**src/hdl/rag_pkg.sv**
```systemverilog
// Shared constants, codes and controller/datapath interface types for the range query block.
package rag_pkg;

   localparam int DEPTH    = 1024;
   localparam int ADDR_W   = $clog2(DEPTH);
   localparam int OPCODE_W = 3;
   localparam int INDEX_W  = 10;
   localparam int ELEM_W   = 16;
   localparam int BOUND_W  = 11;
   localparam int RESULT_W = 26;
   localparam int STATUS_W = 2;
   localparam int FILL_W   = $clog2(DEPTH + 1);
   localparam int CMP_W    = (FILL_W > BOUND_W) ? FILL_W : BOUND_W;
   localparam int STEP_W   = $clog2(RESULT_W);

   localparam logic signed [RESULT_W-1:0] ELEM_MAX_VALUE = RESULT_W'(32767);
   localparam logic signed [RESULT_W-1:0] ELEM_MIN_VALUE = -RESULT_W'(32768);

   localparam logic [OPCODE_W-1:0] OP_LOAD = 3'd0;
   localparam logic [OPCODE_W-1:0] OP_SUM  = 3'd1;
   localparam logic [OPCODE_W-1:0] OP_AVG  = 3'd2;
   localparam logic [OPCODE_W-1:0] OP_MIN  = 3'd3;
   localparam logic [OPCODE_W-1:0] OP_MAX  = 3'd4;

   localparam logic [STATUS_W-1:0] STAT_OK    = 2'd0;
   localparam logic [STATUS_W-1:0] STAT_DIV0  = 2'd1;
   localparam logic [STATUS_W-1:0] STAT_RANGE = 2'd2;

   typedef enum logic [2:0] {
      S_IDLE,
      S_START,
      S_WALK,
      S_DRAIN,
      S_DIV_LOAD,
      S_DIV,
      S_DONE
   } state_type;

   typedef struct packed {
      logic load_en;
      logic capture;
      logic init;
      logic walk;
      logic div_load;
      logic div_step;
      logic finish;
   } cmd_type;

   typedef struct packed {
      logic req_load;
      logic req_query;
      logic bad_range;
      logic empty;
      logic is_avg;
      logic last;
      logic div_done;
      logic out_free;
   } sts_type;

endpackage

```
**src/hdl/rag_ctrl.sv**
```systemverilog
// Controller state machine that sequences loads, range walks, division and result hand-off.
module rag_ctrl
   import rag_pkg::*;
(
   input  logic    clock,
   input  logic    reset,
   input  logic    req_valid,
   output logic    req_ready,
   input  sts_type sts,
   output cmd_type cmd
);

   state_type state_ff;
   state_type state_in;

   always_ff @(posedge clock) begin
      if (reset) begin
         state_ff <= S_IDLE;
      end else begin
         state_ff <= state_in;
      end
   end

   always_comb begin
      state_in = state_ff;
      case (state_ff)
         S_IDLE: begin
            if (req_valid && sts.req_query) begin
               state_in = S_START;
            end
         end
         S_START: begin
            if (sts.bad_range || sts.empty) begin
               state_in = S_DONE;
            end else begin
               state_in = S_WALK;
            end
         end
         S_WALK: begin
            if (sts.last) begin
               state_in = S_DRAIN;
            end
         end
         S_DRAIN: begin
            state_in = sts.is_avg ? S_DIV_LOAD : S_DONE;
         end
         S_DIV_LOAD: begin
            state_in = S_DIV;
         end
         S_DIV: begin
            if (sts.div_done) begin
               state_in = S_DONE;
            end
         end
         S_DONE: begin
            if (sts.out_free) begin
               state_in = S_IDLE;
            end
         end
         default: begin
            state_in = S_IDLE;
         end
      endcase
   end

   always_comb begin
      cmd       = '0;
      req_ready = 1'b0;
      case (state_ff)
         S_IDLE: begin
            req_ready   = 1'b1;
            cmd.load_en = req_valid && sts.req_load;
            cmd.capture = req_valid && sts.req_query;
         end
         S_START: begin
            cmd.init = 1'b1;
         end
         S_WALK: begin
            cmd.walk = 1'b1;
         end
         S_DIV_LOAD: begin
            cmd.div_load = 1'b1;
         end
         S_DIV: begin
            cmd.div_step = 1'b1;
         end
         S_DONE: begin
            cmd.finish = sts.out_free;
         end
         default: begin
            cmd = '0;
         end
      endcase
   end

endmodule

```
**config.mk**
```make
export PLATFORM = sky130hd
export DESIGN_NAME = rag_ctrl
export DESIGN_NICKNAME = d
export VERILOG_FILES = /design/src/hdl/rag_pkg.sv /design/src/hdl/rag_ctrl.sv
export SDC_FILE = /design/constraint.sdc
export NUM_CORES = 1
export LEC_CHECK = 0
export ABC_AREA = 0
export BUFFER_PORTS_ARGS = -buffer_cell sky130_fd_sc_hd__buf_4
export CAP_MARGIN = 20
export CORE_AREA = 5 5 42 44
export DETAILED_ROUTE_END_ITERATION = 16
export DIE_AREA = 0 0 47 49
export PLACE_DENSITY = 0.5
export SETUP_SLACK_MARGIN = 0.4
export SYNTH_ARGS = -nofsm -noshare
export SYNTH_HDL_FRONTEND = slang
export SYNTH_SLANG_ARGS = --single-unit
```
**constraint.sdc**
```tcl
create_clock -name clock -period 1.5 [get_ports clock]
set_input_delay 0.15 -clock clock [delete_from_list [all_inputs] [get_ports clock]]
set_output_delay 0.15 -clock clock [all_outputs]
set_load 0.02 [all_outputs]
```
==> qor.txt <==
POWER AND IR DROP
--------------------------------------------------------------------------------
Total power density per cell area                                   1950 mW/mm^2
Maximum vdd drop                                                        0.758 mV
Cell leakage power                                                      0.243 nW

TIMING
--------------------------------------------------------------------------------
Number of max-slew violations in the final report                              0
Hold Violations, Final                                                         0
Setup skew after layout                                               0.00442 ns
Setup Total Neg Slack                                                       0 ns
Max Fclk                                                               0.772 GHz
Final worst-path cycle share                                               86.4%
Final critical-path setup slack                                         0.204 ns
Post-layout min period                                                   1.30 ns
Measured slew at the worst slew-check pin                               0.279 ns
Final setup viols                                                              0
Slew margin rel.                                                           81.3%
RSZ-0062 raised after global routing                                        true

CRITICAL PATH
--------------------------------------------------------------------------------
Critical-path cell with the highest stage delay                          dfxtp_4
Critical Path Fanout Max                                                      12
Critical path endpoint category                                     primary output
Worst path cell trace                                               nor3_4 -> and3_4 -> buf_6
R2R depth                                                                      3
Startpoint type of the worst setup path                                flip-flop
CP delay by family, top                                             simple AND/OR/NAND/NOR gates
Reg2Reg Setup Slack                                                      0.33 ns
Worst setup path class                                                   reg2out
Critical path buffers and inverters                                            1
Worst EP arrival                                                         1.15 ns
Start of the worst register-to-register path                         state_ff[2]
Biggest cell delay along the critical path                               0.39 ns
Endpoint of the worst-slack reg-to-reg timing path                   state_ff[1]
Endpoint required time on the critical path                              1.35 ns

GLOBAL ROUTING
--------------------------------------------------------------------------------
Number of antenna violations at the first check in global routing              0
Pin count of the biggest net entering global routing                          13
GR Util All Layers                                                         8.17%
First-pass GRT wire length                                          1370 microns
Via count of the first global-routing pass                                   350
GRT overflow                                                                   0

CLOCK TREE
--------------------------------------------------------------------------------
Total clock sinks                                                              3
Clock-pin transition on the worst setup and hold timing paths            0.04 ns
CTS buffer count                                                               3
Clock insertion delay at the later pin of the skew report                0.23 ns
Max clock buf depth                                                            2
Number of buffers inserted by hold repair at cts                               0
TritonCTS clock tree                                                        done
Maximum level of the CTS H-tree                                                1
Root Buffer                                                             clkbuf_4

MIN PATH
--------------------------------------------------------------------------------
Instance count along the most critical hold path                               2
Worst Hold Endpoint                                                  state_ff[1]
Worst Hold Launch                                                          reset
Min-Delay Path Class                                                      in2reg

FINISH
--------------------------------------------------------------------------------
Register with the most flip-flops                                       state_ff
Largest registers                                                   state_ff (3)
Total number of nets in the final design                                      71
Flip-flop count of the largest register after layout                           3
Fraction of final layout cells with drive strength greater than 1          72.9%
Most common cell after layout, fill and taps aside                         buf_4
Antenna cells                                                                  0
Most frequent cells in the layout                                   buf_4, buf_6, a21oi_1
Relative area change from synthesis to final layout                         115%

ROUTE
--------------------------------------------------------------------------------
Routed via count divided by cell count                                      4.68
Drt first pass iters                                                           2
Via total after detailed routing                                             351
Remaining design rule violation count                                          0
Final wirelength                                                     875 microns
First-iteration detailed-routing DRC count                                     1
Post-route ant nets                                                            0
Average detailed-routed wire length per instance                    11.7 microns

PLACEMENT
--------------------------------------------------------------------------------
I/O Buffers                                                                   18
Pre-CTS setup slack                                                     0.223 ns
HPWL after detailed placement                                        583 microns
Last weighted congestion value of the routability-driven placer            0.659

DIE
--------------------------------------------------------------------------------
Placeable Area                                                      0.00140 sq mm
Ports placed on the boundary                                                  19
Row Count                                                                     14
Floorplan die width                                                   47 microns
Die Footprint                                                       0.00230 sq mm
Die H                                                                 49 microns
Initial Util                                                               19.1%

RUN
--------------------------------------------------------------------------------
MaxCap Viol Count                                                              0

SYNTHESIS
--------------------------------------------------------------------------------
Post-synthesis cell type count                                                16
Average cell area after synthesis                                     8.11 sq um
Number of register bits inferred by synthesis                                  3
Cell count after synthesis                                                    33
Yosys warning count                                                            0
Syn Nets                                                                      44
Cell Area, Synth                                                       268 sq um
Portion of the post-synthesis area used by sequential elements             22.4%

OUTCOME
--------------------------------------------------------------------------------
Run status                                                          finished, final reports clean

==> layer usage <==
layer	vias up	global-route usage, %	part of all wire, %
met5	-	0	0
met4	0	6.91	0
met3	0	1.11	6.5
met2	14	11.1	52
met1	161	10.8	41
li1	176	-	-
==> per-stage QoR <==
| stage | hold slack, ns | cell area, sq um | total power [mW] | utilization [%] | std cells |
|---|---|---|---|---|---|
| CTS | 0.0791 | 547 | 1.09 | 39.0 | 75 |
| floorplan | 0.215 | 310 | 0.621 | - | 33 |
| detailed placement | 0.331 | 447 | 0.760 | 31.9 | 66 |
| global placement | 0.334 | 447 | 0.764 | 31.9 | 66 |
| global route | 0.0871 | 576 | 1.22 | 41.1 | 75 |
| finish | 0.0975 | 576 | 1.12 | 41.1 | 75 |
==> cell families after synthesis <==
logic type	share of synthesized area (%)
AOI/OAI and AO/OA	18.2
buffers and inverters	12.6
DFF	22.4
muxes	3.74
and+or+nand+nor	43.0
==> how the worst max path moves through the flow <==
stage	slack (ns)	cells after the start	startpoint	endpoint
final	0.20	3	state_ff[0]	cmd[6]
after CTS	0.19	4	state_ff[1]	cmd[6]
after global placement	0.23	4	state_ff[0]	state_ff[1]
after detailed placement	0.22	4	state_ff[0]	state_ff[1]
after floorplan	0.32	3	state_ff[0]	cmd[5]
after global routing	0.13	4	state_ff[1]	cmd[5]
==> Yosys cell counts <==
cell type | n | area share, %
and3_1 | 3 | 7.0
nor3_1 | 2 | 3.7
nor3b_1 | 3 | 8.4
inv_1 | 1 | 1.4
nand2_1 | 3 | 4.2
a31oi_2 | 1 | 4.7
o211ai_1 | 1 | 2.8
a311oi_1 | 1 | 3.3
buf_6 | 2 | 8.4
nor2_1 | 4 | 5.6
buf_4 | 1 | 2.8
mux2i_1 | 1 | 3.7
dfxtp_1 | 3 | 22
a21oi_1 | 4 | 7.5
nor4bb_4 | 1 | 9.3
nor4_1 | 2 | 4.7
==> power breakdown <==
part	switching (mW)	total (mW)	internal, mW
Clock	0.0394	0.139	0.0995
Sequential	0.0881	0.222	0.134
Combinational	0.344	0.763	0.420
==> final cells by class <==
| cell class | instances | area [sq um] |
|---|---|---|
| clock buffer | 4 | 26.3 |
| fill | 166 | 826 |
| inverter | 1 | 3.75 |
| multi-input combinational | 26 | 244 |
| sequential | 3 | 71.3 |
| tap | 16 | 20.0 |
| timing repair buffer | 25 | 210 |
==> repair_timing <==
action	CTS	global route
setup endpoints to repair	10	11
gates resized for setup	12	5
pin swaps	5	5
buffers inserted	5	0
cloned	0	0
Power figures use the tool's default switching activity.
